--- config.mk ---
export PLATFORM = sky130hd
export DESIGN_NAME = uart_baud_divisor_calc_flat
export DESIGN_NICKNAME = d
export VERILOG_FILES = /design/src/rtl/core/ubd_pkg.sv /design/src/rtl/core/ubd_if.sv /design/src/rtl/core/ubd_front.sv /design/src/rtl/core/ubd_div.sv /design/src/rtl/core/ubd_post.sv /design/src/rtl/core/uart_baud_divisor_calc.sv /design/src/flat_wrapper.sv
export SDC_FILE = /design/constraint.sdc
export NUM_CORES = 2
export LEC_CHECK = 0
export BUFFER_PORTS_ARGS = -buffer_cell sky130_fd_sc_hd__buf_2
export CAP_MARGIN = 20
export CORE_ASPECT_RATIO = 1.25
export CORE_MARGIN = 8
export CORE_UTILIZATION = 45
export DETAILED_ROUTE_END_ITERATION = 6
export PLACE_DENSITY = 0.66
export REMOVE_ABC_BUFFERS = 1
export SLEW_MARGIN = 20
export SYNTH_ARGS = -nofsm -noshare
export SYNTH_HDL_FRONTEND = slang
export SYNTH_SLANG_ARGS = --single-unit
export TNS_END_PERCENT = 5
--- constraint.sdc ---
create_clock -name clk -period 7.35 [get_ports clk]
set_clock_uncertainty 0.1 [all_clocks]
set_input_delay 0.3675 -clock clk [delete_from_list [all_inputs] [get_ports clk]]
set_output_delay 0.3675 -clock clk [all_outputs]
set_load 0.01 [all_outputs]
--- src/rtl/core/ubd_pkg.sv ---
// ----------------------------------------------------------------------------
// UART baud divisor calculator package
// Shared widths, constants, codes, payload structs and prescaler decode.
// ----------------------------------------------------------------------------
package ubd_pkg;

	// Channel payload widths
	localparam int BAUD_W     = 24;
	localparam int WORD_W     = 16;
	localparam int STATUS_W   = 2;
	localparam int CFG_IDX_W  = 2;
	localparam int CFG_DATA_W = 4;

	// Datapath widths
	localparam int CLK_W   = 24;   // source clock in Hz
	localparam int SHIFT_W = 4;    // combined prescaler shift, 0..13
	localparam int NUM_W   = 29;   // 25 * pclk, at most 4e8
	localparam int DEN_W   = 26;   // 2 or 4 times the baud rate
	localparam int QUO_W   = 28;   // scaled divisor, at most 2e8 for a nonzero baud
	localparam int QLO_W   = 19;   // scaled divisor when the mantissa fits
	localparam int MANT_W  = 12;
	localparam int FRAC_W  = 4;
	localparam int REM_W   = 7;    // remainder modulo 100

	localparam logic [CLK_W-1:0] CLK_INTERNAL_HZ = 24'd16000000;
	localparam logic [CLK_W-1:0] CLK_EXTERNAL_HZ = 24'd8000000;
	localparam logic [NUM_W-1:0] SCALE_NUM       = 29'd25;

	// Scaled divisor above this gives a mantissa beyond 4095
	localparam logic [QUO_W-1:0] SCALED_LIMIT = 28'd409599;

	// Division by 100 through a reciprocal: exact for 19-bit dividends
	localparam int                    MANT_PROD_W      = 39;
	localparam int                    MANT_RECIP_SHIFT = 26;
	localparam logic [19:0]           MANT_RECIP       = 20'd671089;
	localparam logic [REM_W-1:0]      DIGIT_BASE       = 7'd100;

	// Division by 100 through a reciprocal: exact for 11-bit dividends
	localparam int                    FRAC_NUM_W       = 11;
	localparam int                    FRAC_PROD_W      = 23;
	localparam int                    FRAC_RECIP_SHIFT = 18;
	localparam int                    FRAC_Q_W         = 5;
	localparam logic [11:0]           FRAC_RECIP       = 12'd2622;
	localparam logic [FRAC_NUM_W-1:0] ROUND_HALF       = 11'd50;

	// Clock source select codes
	localparam logic [1:0] CLKSRC_INTERNAL = 2'd0;
	localparam logic [1:0] CLKSRC_EXTERNAL = 2'd1;

	typedef enum logic [STATUS_W-1:0] {
		ST_OK        = 2'd0,
		ST_BAD_CLOCK = 2'd1,
		ST_ZERO_BAUD = 2'd2,
		ST_OVERFLOW  = 2'd3
	} ubd_status_t;

	typedef enum logic [CFG_IDX_W-1:0] {
		REG_CLOCK_SOURCE = 2'd0,
		REG_AHB_PRESCALE = 2'd1,
		REG_APB_PRESCALE = 2'd2,
		REG_OVERSAMPLE   = 2'd3
	} ubd_cfg_idx_t;

	typedef struct packed {
		logic [1:0] clock_source;
		logic [3:0] ahb_prescale_code;
		logic [2:0] apb_prescale_code;
		logic       oversample_by_eight;
	} ubd_cfg_t;

	// Per-item sideband carried alongside the divider
	typedef struct packed {
		ubd_status_t status;
		logic        os8;
	} ubd_side_t;

	typedef struct packed {
		logic [NUM_W-1:0] num;
		logic [DEN_W-1:0] den;
		ubd_side_t        side;
	} ubd_div_req_t;

	typedef struct packed {
		logic [QUO_W-1:0] quo;
		ubd_side_t        side;
	} ubd_div_rsp_t;

	// AHB divider as a right shift: 2,4,8,16,64,128,256,512
	function automatic logic [SHIFT_W-1:0] ahb_shift(input logic [3:0] code);
		logic [SHIFT_W-1:0] sh;
		case (code)
			4'd8:    sh = 4'd1;
			4'd9:    sh = 4'd2;
			4'd10:   sh = 4'd3;
			4'd11:   sh = 4'd4;
			4'd12:   sh = 4'd6;
			4'd13:   sh = 4'd7;
			4'd14:   sh = 4'd8;
			4'd15:   sh = 4'd9;
			default: sh = 4'd0;
		endcase
		return sh;
	endfunction

	// APB1 divider as a right shift: 2,4,8,16
	function automatic logic [SHIFT_W-1:0] apb_shift(input logic [2:0] code);
		logic [SHIFT_W-1:0] sh;
		case (code)
			3'd4:    sh = 4'd1;
			3'd5:    sh = 4'd2;
			3'd6:    sh = 4'd3;
			3'd7:    sh = 4'd4;
			default: sh = 4'd0;
		endcase
		return sh;
	endfunction

endpackage

--- src/rtl/core/ubd_if.sv ---
// ----------------------------------------------------------------------------
// UART baud divisor calculator channels
// Request, result and configuration write channels with valid/ready.
// ----------------------------------------------------------------------------
interface ubd_req_if import ubd_pkg::*; ();
	logic              valid;
	logic              ready;
	logic [BAUD_W-1:0] baud_rate;

	modport source (output valid, output baud_rate, input ready);
	modport sink (input valid, input baud_rate, output ready);
endinterface

interface ubd_rsp_if import ubd_pkg::*; ();
	logic                valid;
	logic                ready;
	logic [WORD_W-1:0]   divisor_word;
	logic [STATUS_W-1:0] status;

	modport source (output valid, output divisor_word, output status, input ready);
	modport sink (input valid, input divisor_word, input status, output ready);
endinterface

interface ubd_cfg_if import ubd_pkg::*; ();
	logic                  valid;
	logic                  ready;
	logic [CFG_IDX_W-1:0]  index;
	logic [CFG_DATA_W-1:0] data;

	modport source (output valid, output index, output data, input ready);
	modport sink (input valid, input index, input data, output ready);
endinterface

--- src/rtl/core/ubd_front.sv ---
// ----------------------------------------------------------------------------
// UART baud divisor front stage
// Derive the peripheral clock, build dividend and divisor, flag early errors.
// ----------------------------------------------------------------------------
module ubd_front import ubd_pkg::*; (
	input  logic         clk,
	input  logic         arst_n,
	input  ubd_cfg_t     cfg,
	ubd_req_if.sink      req,
	output logic         out_valid,
	input  logic         out_ready,
	output ubd_div_req_t out_item
);

	logic               vld_s1;
	ubd_div_req_t       item_s1;
	logic [CLK_W-1:0]   sysclk;
	logic [SHIFT_W-1:0] shift;
	logic [CLK_W-1:0]   pclk;
	ubd_div_req_t       item_c;

	always_comb begin
		case (cfg.clock_source)
			CLKSRC_INTERNAL: sysclk = CLK_INTERNAL_HZ;
			CLKSRC_EXTERNAL: sysclk = CLK_EXTERNAL_HZ;
			default:         sysclk = '0;
		endcase
		// Both prescalers are powers of two: truncating twice equals one shift
		shift = ahb_shift(cfg.ahb_prescale_code) + apb_shift(cfg.apb_prescale_code);
		pclk  = sysclk >> shift;

		item_c.num = NUM_W'(pclk) * SCALE_NUM;
		if (cfg.oversample_by_eight) begin
			item_c.den = DEN_W'({req.baud_rate, 1'b0});
		end else begin
			item_c.den = {req.baud_rate, 2'b00};
		end
		item_c.side.os8 = cfg.oversample_by_eight;
		if (cfg.clock_source != CLKSRC_INTERNAL && cfg.clock_source != CLKSRC_EXTERNAL) begin
			item_c.side.status = ST_BAD_CLOCK;
		end else if (req.baud_rate == '0) begin
			item_c.side.status = ST_ZERO_BAUD;
		end else begin
			item_c.side.status = ST_OK;
		end
	end

	assign req.ready = ~vld_s1 | out_ready;

	always_ff @(posedge clk or negedge arst_n) begin
		if (!arst_n) begin
			vld_s1 <= 1'b0;
		end else if (req.ready) begin
			vld_s1 <= req.valid;
		end
	end

	always_ff @(posedge clk) begin
		if (req.ready) begin
			item_s1 <= item_c;
		end
	end

	assign out_valid = vld_s1;
	assign out_item  = item_s1;

	// An item headed for the divider with good status never divides by zero
	a_den_nonzero: assert property (@(posedge clk) disable iff (!arst_n)
		vld_s1 && item_s1.side.status == ST_OK |-> item_s1.den != '0)
		else $error("ubd_front: zero divisor on an item with good status");

endmodule

--- src/rtl/core/ubd_div.sv ---
// ----------------------------------------------------------------------------
// UART baud divisor pipelined divider
// Restoring division, STEPS_PER_STAGE quotient bits per register stage (the last may take fewer).
// ----------------------------------------------------------------------------
module ubd_div import ubd_pkg::*; #(
	parameter int STEPS_PER_STAGE = 2
) (
	input  logic         clk,
	input  logic         arst_n,
	input  logic         in_valid,
	output logic         in_ready,
	input  ubd_div_req_t in_item,
	output logic         out_valid,
	input  logic         out_ready,
	output ubd_div_rsp_t out_item
);

	localparam int NS = (QUO_W + STEPS_PER_STAGE - 1) / STEPS_PER_STAGE;

	typedef struct packed {
		logic [DEN_W-1:0] rem;    // partial remainder, below the divisor
		logic [QUO_W-1:0] bits;   // dividend bits still to bring down, MSB first
		logic [QUO_W-1:0] quo;    // quotient bits produced so far
	} div_state_t;

	function automatic int stage_steps(input int k);
		int left;
		left = QUO_W - k * STEPS_PER_STAGE;
		return (left < STEPS_PER_STAGE) ? left : STEPS_PER_STAGE;
	endfunction

	function automatic div_state_t div_steps(input div_state_t cur,
			input logic [DEN_W-1:0] den, input int cnt);
		div_state_t       st;
		logic [DEN_W:0]   trial;
		st = cur;
		for (int j = 0; j < STEPS_PER_STAGE; j++) begin
			if (j < cnt) begin
				trial = {st.rem, st.bits[QUO_W-1]};
				if (trial >= {1'b0, den}) begin
					st.rem = DEN_W'(trial - {1'b0, den});
					st.quo = {st.quo[QUO_W-2:0], 1'b1};
				end else begin
					st.rem = trial[DEN_W-1:0];
					st.quo = {st.quo[QUO_W-2:0], 1'b0};
				end
				st.bits = st.bits << 1;
			end
		end
		return st;
	endfunction

	logic [NS-1:0]    vld_s;
	div_state_t       st_s   [NS];
	logic [DEN_W-1:0] den_s  [NS];
	ubd_side_t        side_s [NS];

	logic [NS:0]      load;
	logic [NS-1:0]    src_vld;
	div_state_t       src_st   [NS];
	logic [DEN_W-1:0] src_den  [NS];
	ubd_side_t        src_side [NS];
	div_state_t       nxt_st   [NS];

	always_comb begin
		// The top dividend bit seeds the remainder; it is below any nonzero divisor
		src_vld[0]       = in_valid;
		src_st[0].rem    = DEN_W'(in_item.num[NUM_W-1]);
		src_st[0].bits   = in_item.num[QUO_W-1:0];
		src_st[0].quo    = '0;
		src_den[0]       = in_item.den;
		src_side[0]      = in_item.side;
		for (int k = 1; k < NS; k++) begin
			src_vld[k]  = vld_s[k-1];
			src_st[k]   = st_s[k-1];
			src_den[k]  = den_s[k-1];
			src_side[k] = side_s[k-1];
		end
		for (int k = 0; k < NS; k++) begin
			nxt_st[k] = div_steps(src_st[k], src_den[k], stage_steps(k));
		end
	end

	// A stage loads when it is empty or its successor loads
	always_comb begin
		load[NS] = out_ready;
		for (int k = NS - 1; k >= 0; k--) begin
			load[k] = ~vld_s[k] | load[k+1];
		end
	end

	always_ff @(posedge clk or negedge arst_n) begin
		if (!arst_n) begin
			vld_s <= '0;
		end else begin
			for (int k = 0; k < NS; k++) begin
				if (load[k]) begin
					vld_s[k] <= src_vld[k];
				end
			end
		end
	end

	always_ff @(posedge clk) begin
		for (int k = 0; k < NS; k++) begin
			if (load[k]) begin
				st_s[k]   <= nxt_st[k];
				den_s[k]  <= src_den[k];
				side_s[k] <= src_side[k];
			end
		end
	end

	assign in_ready      = load[0];
	assign out_valid     = vld_s[NS-1];
	assign out_item.quo  = st_s[NS-1].quo;
	assign out_item.side = side_s[NS-1];

	// Restoring division keeps the final remainder below the divisor
	a_rem_below_den: assert property (@(posedge clk) disable iff (!arst_n)
		vld_s[NS-1] && side_s[NS-1].status == ST_OK |-> st_s[NS-1].rem < den_s[NS-1])
		else $error("ubd_div: final remainder not below divisor");

endmodule

--- src/rtl/core/ubd_post.sv ---
// ----------------------------------------------------------------------------
// UART baud divisor back end
// Split the scaled divisor into mantissa and rounded fraction, pack the word.
// ----------------------------------------------------------------------------
module ubd_post import ubd_pkg::*; (
	input  logic         clk,
	input  logic         arst_n,
	input  logic         in_valid,
	output logic         in_ready,
	input  ubd_div_rsp_t in_item,
	ubd_rsp_if.source    rsp
);

	logic                   vld_s1, vld_s2, vld_s3, vld_s4;
	logic                   ld1, ld2, ld3, ld4;

	logic [MANT_PROD_W-1:0] prod_s1;
	logic [QLO_W-1:0]       qlo_s1;
	ubd_side_t              side_s1;
	logic [MANT_W-1:0]      mant_s2;
	logic [REM_W-1:0]       rem_s2;
	ubd_side_t              side_s2;
	logic [FRAC_PROD_W-1:0] fprod_s3;
	logic [MANT_W-1:0]      mant_s3;
	ubd_side_t              side_s3;
	logic [WORD_W-1:0]      word_s4;
	ubd_status_t            status_s4;

	ubd_side_t              side_c1;
	logic [MANT_PROD_W-1:0] prod_c1;
	logic [MANT_W-1:0]      mant_c2;
	logic [QLO_W-1:0]       mant_x100;
	logic [QLO_W-1:0]       diff_c2;
	logic [FRAC_NUM_W-1:0]  fnum_c3;
	logic [FRAC_PROD_W-1:0] fprod_c3;
	logic [FRAC_Q_W-1:0]    fq_c4;
	logic [FRAC_W-1:0]      frac_c4;
	logic [WORD_W-1:0]      word_c4;

	always_comb begin
		// Stage 1: overflow check, mantissa by reciprocal multiply
		side_c1 = in_item.side;
		if (in_item.side.status == ST_OK && in_item.quo > SCALED_LIMIT) begin
			side_c1.status = ST_OVERFLOW;
		end
		prod_c1 = MANT_PROD_W'(in_item.quo[QLO_W-1:0]) * MANT_PROD_W'(MANT_RECIP);

		// Stage 2: remainder modulo 100
		mant_c2   = prod_s1[MANT_RECIP_SHIFT +: MANT_W];
		mant_x100 = QLO_W'(mant_c2) * QLO_W'(DIGIT_BASE);
		diff_c2   = qlo_s1 - mant_x100;

		// Stage 3: round the remainder to eighths or sixteenths
		if (side_s2.os8) begin
			fnum_c3 = FRAC_NUM_W'({rem_s2, 3'b000}) + ROUND_HALF;
		end else begin
			fnum_c3 = {rem_s2, 4'b0000} + ROUND_HALF;
		end
		fprod_c3 = FRAC_PROD_W'(fnum_c3) * FRAC_PROD_W'(FRAC_RECIP);

		// Stage 4: mask the fraction, dropping any carry, and pack
		fq_c4 = fprod_s3[FRAC_RECIP_SHIFT +: FRAC_Q_W];
		if (side_s3.os8) begin
			frac_c4 = {1'b0, fq_c4[2:0]};
		end else begin
			frac_c4 = fq_c4[FRAC_W-1:0];
		end
		if (side_s3.status == ST_OK) begin
			word_c4 = {mant_s3, frac_c4};
		end else begin
			word_c4 = '0;
		end
	end

	assign ld4      = ~vld_s4 | rsp.ready;
	assign ld3      = ~vld_s3 | ld4;
	assign ld2      = ~vld_s2 | ld3;
	assign ld1      = ~vld_s1 | ld2;
	assign in_ready = ld1;

	always_ff @(posedge clk or negedge arst_n) begin
		if (!arst_n) begin
			vld_s1 <= 1'b0;
			vld_s2 <= 1'b0;
			vld_s3 <= 1'b0;
			vld_s4 <= 1'b0;
		end else begin
			if (ld1) vld_s1 <= in_valid;
			if (ld2) vld_s2 <= vld_s1;
			if (ld3) vld_s3 <= vld_s2;
			if (ld4) vld_s4 <= vld_s3;
		end
	end

	always_ff @(posedge clk) begin
		if (ld1) begin
			prod_s1 <= prod_c1;
			qlo_s1  <= in_item.quo[QLO_W-1:0];
			side_s1 <= side_c1;
		end
		if (ld2) begin
			mant_s2 <= mant_c2;
			rem_s2  <= diff_c2[REM_W-1:0];
			side_s2 <= side_s1;
		end
		if (ld3) begin
			fprod_s3 <= fprod_c3;
			mant_s3  <= mant_s2;
			side_s3  <= side_s2;
		end
		if (ld4) begin
			word_s4   <= word_c4;
			status_s4 <= side_s3.status;
		end
	end

	assign rsp.valid        = vld_s4;
	assign rsp.divisor_word = word_s4;
	assign rsp.status       = status_s4;

	a_err_word_zero: assert property (@(posedge clk) disable iff (!arst_n)
		rsp.valid && rsp.status != ST_OK |-> rsp.divisor_word == '0)
		else $error("ubd_post: nonzero divisor word on an error result");

	a_rem_in_range: assert property (@(posedge clk) disable iff (!arst_n)
		vld_s2 && side_s2.status == ST_OK |-> rem_s2 < DIGIT_BASE)
		else $error("ubd_post: remainder modulo 100 out of range");

endmodule

--- src/rtl/core/uart_baud_divisor_calc.sv ---
// ----------------------------------------------------------------------------
// UART fractional baud divisor calculator
// Turns a requested baud rate into the 16-bit mantissa/fraction divisor word.
// ----------------------------------------------------------------------------
// Usage:
//   cfg  - register writes (index, data); always ready. Write only while no
//          item is in flight. Index 0 clock source, 1 AHB prescale code,
//          2 APB1 prescale code, 3 oversample-by-8 enable.
//   req  - one item per accepted baud_rate.
//   rsp  - one item per request, in order: divisor_word and status
//          (0 ok, 1 unsupported clock source, 2 zero baud, 3 mantissa overflow).
// Throughput: one item per cycle while rsp is not held. Pipeline: a front stage,
//   the restoring divider with one register stage per STEPS_PER_STAGE
//   quotient bits, and four back-end stages.
// Stalls: every stage carries a valid bit and loads when empty or when its
//   successor loads, so bubbles close up and req stays ready while rsp is
//   held, until the pipeline is full. Nothing is dropped or repeated.
// Reset: clears all valid bits and the configuration registers to zero.
// ----------------------------------------------------------------------------
module uart_baud_divisor_calc import ubd_pkg::*; #(
	parameter int STEPS_PER_STAGE = 2
) (
	input  logic      clk,
	input  logic      arst_n,
	ubd_cfg_if.sink   cfg,
	ubd_req_if.sink   req,
	ubd_rsp_if.source rsp
);

	ubd_cfg_t     cfg_q;

	logic         front_valid;
	logic         front_ready;
	ubd_div_req_t front_item;
	logic         div_valid;
	logic         div_ready;
	ubd_div_rsp_t div_item;

	// Register writes are taken every cycle
	assign cfg.ready = 1'b1;

	always_ff @(posedge clk or negedge arst_n) begin
		if (!arst_n) begin
			cfg_q <= '0;
		end else if (cfg.valid && cfg.ready) begin
			case (cfg.index)
				REG_CLOCK_SOURCE: cfg_q.clock_source        <= cfg.data[1:0];
				REG_AHB_PRESCALE: cfg_q.ahb_prescale_code   <= cfg.data[3:0];
				REG_APB_PRESCALE: cfg_q.apb_prescale_code   <= cfg.data[2:0];
				REG_OVERSAMPLE:   cfg_q.oversample_by_eight <= cfg.data[0];
				default: ;
			endcase
		end
	end

	// Front: peripheral clock, dividend 25*pclk, divisor 2 or 4 times baud
	ubd_front u_front (
		.clk       (clk),
		.arst_n    (arst_n),
		.cfg       (cfg_q),
		.req       (req),
		.out_valid (front_valid),
		.out_ready (front_ready),
		.out_item  (front_item)
	);

	// Divider: scaled divisor, errors ride along as sideband
	ubd_div #(
		.STEPS_PER_STAGE (STEPS_PER_STAGE)
	) u_div (
		.clk       (clk),
		.arst_n    (arst_n),
		.in_valid  (front_valid),
		.in_ready  (front_ready),
		.in_item   (front_item),
		.out_valid (div_valid),
		.out_ready (div_ready),
		.out_item  (div_item)
	);

	// Back end: mantissa, rounded fraction, overflow, output register
	ubd_post u_post (
		.clk      (clk),
		.arst_n   (arst_n),
		.in_valid (div_valid),
		.in_ready (div_ready),
		.in_item  (div_item),
		.rsp      (rsp)
	);

endmodule
--- src/flat_wrapper.sv ---
// flat-port wrapper written by rule: the top's interface ports become plain ports
module uart_baud_divisor_calc_flat import ubd_pkg::*;
#(
	parameter int STEPS_PER_STAGE = 2
)
  (clk, arst_n, cfg_valid, cfg_index, cfg_data, cfg_ready, req_valid, req_baud_rate, req_ready, rsp_valid, rsp_divisor_word, rsp_status, rsp_ready);
  ubd_cfg_if cfg_i ();
  ubd_req_if req_i ();
  ubd_rsp_if rsp_i ();
  input  logic clk;
  input  logic arst_n;
  input wire logic [$bits(cfg_i.valid)-1:0] cfg_valid;
  input wire logic [$bits(cfg_i.index)-1:0] cfg_index;
  input wire logic [$bits(cfg_i.data)-1:0] cfg_data;
  output wire logic [$bits(cfg_i.ready)-1:0] cfg_ready;
  input wire logic [$bits(req_i.valid)-1:0] req_valid;
  input wire logic [$bits(req_i.baud_rate)-1:0] req_baud_rate;
  output wire logic [$bits(req_i.ready)-1:0] req_ready;
  output wire logic [$bits(rsp_i.valid)-1:0] rsp_valid;
  output wire logic [$bits(rsp_i.divisor_word)-1:0] rsp_divisor_word;
  output wire logic [$bits(rsp_i.status)-1:0] rsp_status;
  input wire logic [$bits(rsp_i.ready)-1:0] rsp_ready;
  assign cfg_i.valid = cfg_valid;
  assign cfg_i.index = cfg_index;
  assign cfg_i.data = cfg_data;
  assign cfg_ready = cfg_i.ready;
  assign req_i.valid = req_valid;
  assign req_i.baud_rate = req_baud_rate;
  assign req_ready = req_i.ready;
  assign rsp_valid = rsp_i.valid;
  assign rsp_divisor_word = rsp_i.divisor_word;
  assign rsp_status = rsp_i.status;
  assign rsp_i.ready = rsp_ready;
  uart_baud_divisor_calc #(.STEPS_PER_STAGE(STEPS_PER_STAGE)) u_core (.clk(clk), .arst_n(arst_n), .cfg(cfg_i), .req(req_i), .rsp(rsp_i));
endmodule
After elaboration in Yosys (flattened, before gate mapping)

Memory sizes are Yosys's and may differ from the RTL's.
Index checks and enable logic that the tools add are counted.
W data, S select, Z words.

Register bits after elaboration: 211
RAM bits: 1526
Memory bits (read-only): 64
Input port bits: 35
Output and inout bits: 21
Word-level logic and storage cells: 264
Memories: 4

Add/sub/neg operators: 32
Multiply operators: 4
Order comparisons: 29
Eq/ne operators: 9
Shifts and indexed selects: 1
Multiplexer cells: 89
Bitwise operators: 39
Reduce and logical (&&, ||, !) cells: 13

Memory list:

| name                | depth | bits a word | rd ports | clocked after memory_dff | write ports | RTL line      | source |
|---|---|---|---|---|---|---|---|
| u_core.u_div.st_s   | 14    | 80          | 14       | 0                        | 14          | ubd_div.sv:54 | `div_state_t st_s [NS];` |
| u_core.u_div.den_s  | 14    | 26          | 13       | 0                        | 14          | ubd_div.sv:55 | `logic [DEN_W-1:0] den_s [NS];` |
| (no name shown)     | 16    | 4           | 1        | 0                        | 0           | ubd_pkg.sv:91 | `case (code)` |
| u_core.u_div.side_s | 14    | 3           | 14       | 0                        | 14          | ubd_div.sv:56 | `ubd_side_t side_s [NS];` |

Operators with widths:

| cell                     | number |
|---|---|
| $ge A27 B26 Y1           | 27 |
| $mux W26                 | 28 |
| $sub A26 B26 Y26         | 27 |
| $mux W1                  | 56 |
| $pmux W24 S2             | 1 |
| $mul A19 B20 Y38 const B | 1 |
| $mul A24 B5 Y29 const B  | 1 |
| $gt A28 B19 Y1 const B   | 1 |
| $ge A2 B26 Y1            | 1 |
| $sub A2 B26 Y26          | 1 |
| $mux W25                 | 1 |
| $logic_not A24 Y1        | 1 |
| $shr A24 B4 Y24          | 1 |
| $mul A11 B11 Y21 const B | 1 |
| $not A1 Y1               | 20 |
| $or A1 B1 Y1             | 19 |
| $eq A3 B3 Y1 const B     | 4 |
| $mul A12 B5 Y5 const B   | 1 |
| $pmux W3 S4              | 1 |
| $add A10 B6 Y11 const B  | 1 |
| $add A11 B6 Y11 const B  | 1 |
| $mux W11                 | 1 |
| $logic_not A2 Y1         | 4 |
| $reduce_and A2 Y1        | 4 |
| other kinds (9)          | 12 |

Longest topological paths before layout

Word-level depth: 21
Gate-level depth with buffers: 31
Mapped depth without buffers: 30

Cells and area by module

From an unflattened synthesis, not the netlist that was laid out.

Cells, all modules: 8562
Area, all modules: 91464.0 um^2

Modules (own cells, without submodules):

| module                 | times used | cells each | area an instance (um^2) | seq. area each (um^2) |
|---|---|---|---|---|
| ubd_div                | 1          | 6978       | 74582.8                 | 33682.3 |
| ubd_post               | 1          | 988        | 10941.7                 | 2532.4 |
| ubd_front              | 1          | 570        | 5532.8                  | 1736.7 |
| uart_baud_divisor_calc | 1          | 26         | 406.6                   | 250.2 |

Worst setup path after synthesis

No wires, ideal clock.

Kind: register -> register
Start point: reg u_core.u_post.vld_s4, in the netlist u_core.u_post.rsp.valid
End point: reg u_core.u_front.item_s1, in the netlist u_core.u_front.out_item[0] (enable)
Library setup time: 0.824 ns
Data arrival time: 7.192 ns
Required time: 6.426 ns
Setup slack: -0.766 ns
Cell stages (with the launch flop): 10
Path buffers: 0
Period minus slack after synthesis: 8.116 ns
Cell sequence: dfrtp_1 -> nor2b_1 -> nand2_1 -> nor2_1 -> and2_1 -> inv_1 -> nor3_1 -> nand3_1 -> nor2_1 -> nand3_1

Longest elaborated chain between the ends: 20

Ends and longest elaborated chain:

| what                        | RTL line           | source |
|---|---|---|
| start: declaration          | ubd_post.sv:14     | `logic vld_s1, vld_s2, vld_s3, vld_s4;` |
| start signal: assignment    | ubd_post.sv:91     | `if (ld4) vld_s4 <= vld_s3;` |
| $not A1 Y1                  | ubd_post.sv:75     | `assign ld4 = ~vld_s4 \| rsp.ready;` |
| $or A1 B1 Y1                | ubd_post.sv:75     |  |
| $or A1 B1 Y1                | ubd_post.sv:76     | `assign ld3 = ~vld_s3 \| ld4;` |
| net u_core.u_post.ld3       | ubd_post.sv:15     | `logic ld1, ld2, ld3, ld4;` |
| $or A1 B1 Y1                | ubd_post.sv:77     | `assign ld2 = ~vld_s2 \| ld3;` |
| $or A1 B1 Y1                | ubd_post.sv:78     | `assign ld1 = ~vld_s1 \| ld2;` |
| $or A1 B1 Y1 (2 in series)  | ubd_div.sv:88      | `load[k] = ~vld_s[k] \| load[k+1];` |
| net u_core.u_div.load[12]   | ubd_div.sv:58      | `logic [NS:0] load;` |
| $or A1 B1 Y1 (10 in series) | ubd_div.sv:88      |  |
| net u_core.u_div.load[2]    | ubd_div.sv:58      |  |
| $or A1 B1 Y1 (2 in series)  | ubd_div.sv:88      |  |
| $or A1 B1 Y1                | ubd_front.sv:48    | `assign req.ready = ~vld_s1 \| out_ready;` |
| net req_ready               | flat_wrapper.sv:18 | `output wire logic [$bits(req_i.ready)-1:0] req_ready;` |
| end signal: assignment      | ubd_front.sv:60    | `item_s1 <= item_c;` |
| end: declaration            | ubd_front.sv:16    | `ubd_div_req_t item_s1;` |

The timed path passes the listed nets, and every way through them passes these cells.
A chain may end at the register's enable or synchronous reset.

==> summary.md <==
| Metric | Value |
|---|---|
| Primary FF master, synth | edfxtp_1 |
| Buf/Inv on CP | 3 |
| HP Class | in2async |
| CTS buffer count | 142 |
| Final setup fails | 0 |
| H-tree levels | 4 |
| Port buffer count | 54 |
| Final WL | 216,900 microns |
| Startpoint types | register |
| Max-cap violations | 0 |
| Arrival @ worst endpoint | about 7500 ps |
| Commonest non-fill, non-tap cell in the layout | edfxtp_1 |
| Worst path required time | 7770 ps |
| Period utilization | 0.9637 |
| CP delay by family, top | compound AO/OA/AOI/OAI gates |
| Initial Utilization | 0.4521 |
| Asr flop ratio synth | 0.02294 |
| Final core utilization | 0.5001 |
| Post-synth cell types | between 90 and 100 |
| Post-synthesis cell area | ~90,000 sq um |
| Max FO, Critical Path | 26 |
| Rows | ~180 |
| Count of pins over their slew limit | 0 |
| CP Depth | 24 |
| Critical R2R Capture | u_core.u_div.st_s[0][457]$_DFFE_PP_ |
| Setup crit end kind | register |
| Syn Area/Cell | ~11 sq um |
| Detailed-route DRC error count | 0 |
| Vias per cell | about 5.6 |
| CP endpoint | u_core.u_div.st_s[0][457]$_DFFE_PP_ |
| Chip Width | a little over 400 microns |
| Ports | 56 |
| Die area | 214,100 sq um |
| WL per Instance | 19.25 microns |
| Syn-to-layout area delta | 10.63% |
| CP Cell Sequence | inv_1, ha_1, inv_1, fa_1, a211oi_1, o21ai_0, a32oi_2, o221ai_1, o211ai_1, a31oi_1, a211o_1, mux2_2, ha_1, a211oi_1, o21bai_1, a211o_1, nand4bb_1, a31oi_1, o31ai_1, a21oi_1, o31ai_1, o31a_1, buf_12, mux2_2 |
| Root Driver | clkbuf_16 |
| DP Cell Count | approximately 11,000 |
| Final antenna-violating net count | 0 |
| Met1 WL | around 87,000 microns |
| Worst skew pair latency | 780 ps |
| Vias in the first global route | 64,064 |
| Fin. Hold Viols | 0 |
| Slowest stage delay, CP | 460 ps |
| Metal3 WL | 8684 microns |
| Max Root-Sink Buffers | 3 |
| Global-route usage over all layers | 0.1968 |
| R2r worst-path depth | 24 |
| Met2 Wirelength | 110,600 microns |
| Grt total ovfl | 0 |
| Multi-input logic area | 47,950 sq um |
| Fmax | 0.1412 GHz |
| Pin count of the biggest net entering global routing | 84 |
| Via count | ~63,000 |
| GP Congestion | around 0.98 |
| Tmin final | 7083 ps |
| Number of flops mapped to enable cells by yosys | ~1,200 |
| Mapped Cells | 8,321 |
| Register area | 37,810 sq um |
| Slew @ Worst Pin | between 1000 and 1500 ps |
| CTS sink count | roughly 1,300 |
| Most frequent cells in the layout | edfxtp_1, ha_1, inv_1 |
| Core area | 198,500 sq um |
| Worst R2R Setup Slack | 270 ps |
| Die Y | 515.3 microns |
| FILL cells | approximately 18,000 |
| CP startpoint | u_core.u_div.st_s[0][374]$_DFFE_PP_ |
| CTS tree | yes |
| Synth Register Bits | 1,264 |
| FF-to-FF Start | u_core.u_div.st_s[0][374]$_DFFE_PP_ |
| Yosys warning total | 0 |
| Status | finished clean |
| Slew HR | 0.3234 |
| Drt pass-1 iters | 7 |
| Antenna violations before repair | 2 |
| Clock transition at path regs | 60 ps |
| Max Used Layer | met4 |
| Final Non-Filler Cells | 11,269 |
| Dpl hpwl | 172,700 microns |
| Layout cells sized above 1 | 0.1051 |
| Setup CP Type | reg2reg |
| Post-synthesis sequential area ratio | 0.4213 |
| CP max stage cell | a211o_1 |
| Fin nets | 9,779 |
| RSZ-0062 raised after global routing | yes |
| First-pass GRT wire length | 341,700 microns |
| DRT iter0 DRCs | slightly below 4,000 |
repair_timing:
item | CTS | global route
hold buffers | 50 | 0
gates resized for setup | 0 | 7
endpoints found under the hold margin | 68 | 0
buffers inserted | 0 | 7
endpoints found under the setup margin | 0 | 94
cell families (layout without fill, tap and decap cells):
kind of cell    Yosys count  count (layout)  share of synthesized area
flops                  1264            1264                     0.4213
xor+xnor                594             594                    0.05797
simple gates           1723            1723                    0.09442
other cells               1               2                 0.00004179
fa+ha+maj              1183            1183                     0.1812
compound gates         2026            2026                     0.1436
mux                     444             444                    0.05516
buf+inv                1086            1443                    0.04622
per-layer routing:
layer / up-vias / global-route usage
met5: - / 0
met1: 30309 / 0.2223
met3: 462 / 0.02841
met4: 0 / 0.09014
li1: 30824 / -
met2: 1392 / 0.3659
synth_stat cells (all sizes together), types with 37 or more instances:
master,number,area share
nor3,124,0.0069
a21o,288,0.024
o211ai,37,0.0032
o21a,81,0.0068
o21ai,431,0.024
nand4,92,0.0064
ha,988,0.14
nor2,425,0.018
nand3,138,0.0077
mux2,404,0.051
fa,195,0.043
xor2,209,0.020
inv,953,0.040
and2,70,0.0049
buf,41,0.0025
nand2b,88,0.0061
o21bai,91,0.0076
nor2b,92,0.0064
or2,42,0.0029
a211oi,55,0.0050
edfxtp,1235,0.41
o31ai,43,0.0038
a31oi,70,0.0049
clkbuf,91,0.0038
xnor2,385,0.038
a21oi,649,0.036
and3,58,0.0040
mux2i,40,0.0045
nand2,440,0.018
or3,39,0.0027
stage by stage:
step	hold slack [ps]	instance area (sq um)	setup TNS, ps	worst slack [ps]
floorplan	-28.09	89180	-155960	-765.7
CTS	154.5	99170	0	167.3
global placement	301.3	93860	0	150.8
finish	181.0	99280	0	267.1
detailed placement	304.5	93860	0	192.6
global route	213.5	99280	-1099	-58.53
sequential cells by signal, indices dropped and copies added, names as in the netlist:
name                            count
u_core.u_post.vld_s1                1
u_core.u_post.rsp.valid             1
u_core.u_div.den_s                325
u_core.u_post.rsp.status            2
u_core.u_front.out_valid            1
u_core.u_post.qlo_s1                3
u_core.u_post.vld_s3                1
u_core.u_post.side_s2               3
u_core.u_div.vld_s                 14
u_core.u_div.side_s                42
u_core.u_post.fprod_s3              4
u_core.u_div.st_s                 730
u_core.u_post.mant_s2              12
u_core.u_post.rsp.divisor_word     16
u_core.u_post.side_s1               3
u_core.u_post.rem_s2                7
u_core.u_post.side_s3               3
u_core.cfg_q                       10
u_core.u_post.mant_s3              12
u_core.u_front.out_item            57
u_core.u_post.prod_s1              16
u_core.u_post.vld_s2                1
how the worst min path moves through the flow:
stage	startpoint	end	slack, ps	cells after the start
floorplan	arst_n	u_core.cfg_q[0]$_DFFE_PN0P_	-30	0
global placement	u_core.u_div.st_s[1][178]$_DFFE_PP_	u_core.u_div.st_s[1][260]$_DFFE_PP_	300	0
detailed placement	u_core.u_div.side_s[0][18]$_DFFE_PP_	u_core.u_div.side_s[0][21]$_DFFE_PP_	300	0
CTS	arst_n	u_core.cfg_q[2]$_DFFE_PN0P_	150	2
global route	arst_n	u_core.cfg_q[7]$_DFFE_PN0P_	210	2
finish	arst_n	u_core.cfg_q[2]$_DFFE_PN0P_	180	2
cell type report:
type,instances,area share
multi-input combinational,5971,0.4830
sequential,1264,0.3809
clock buffer,167,0.03735
inverter,954,0.03616
tap,2590,0.03264
timing repair buffer,228,0.01885
clock inverter,94,0.01110
antenna,1,0.00002521
Power is not shown: default switching activity piles up to over one toggle a cycle in this logic, so the estimate is an artifact.
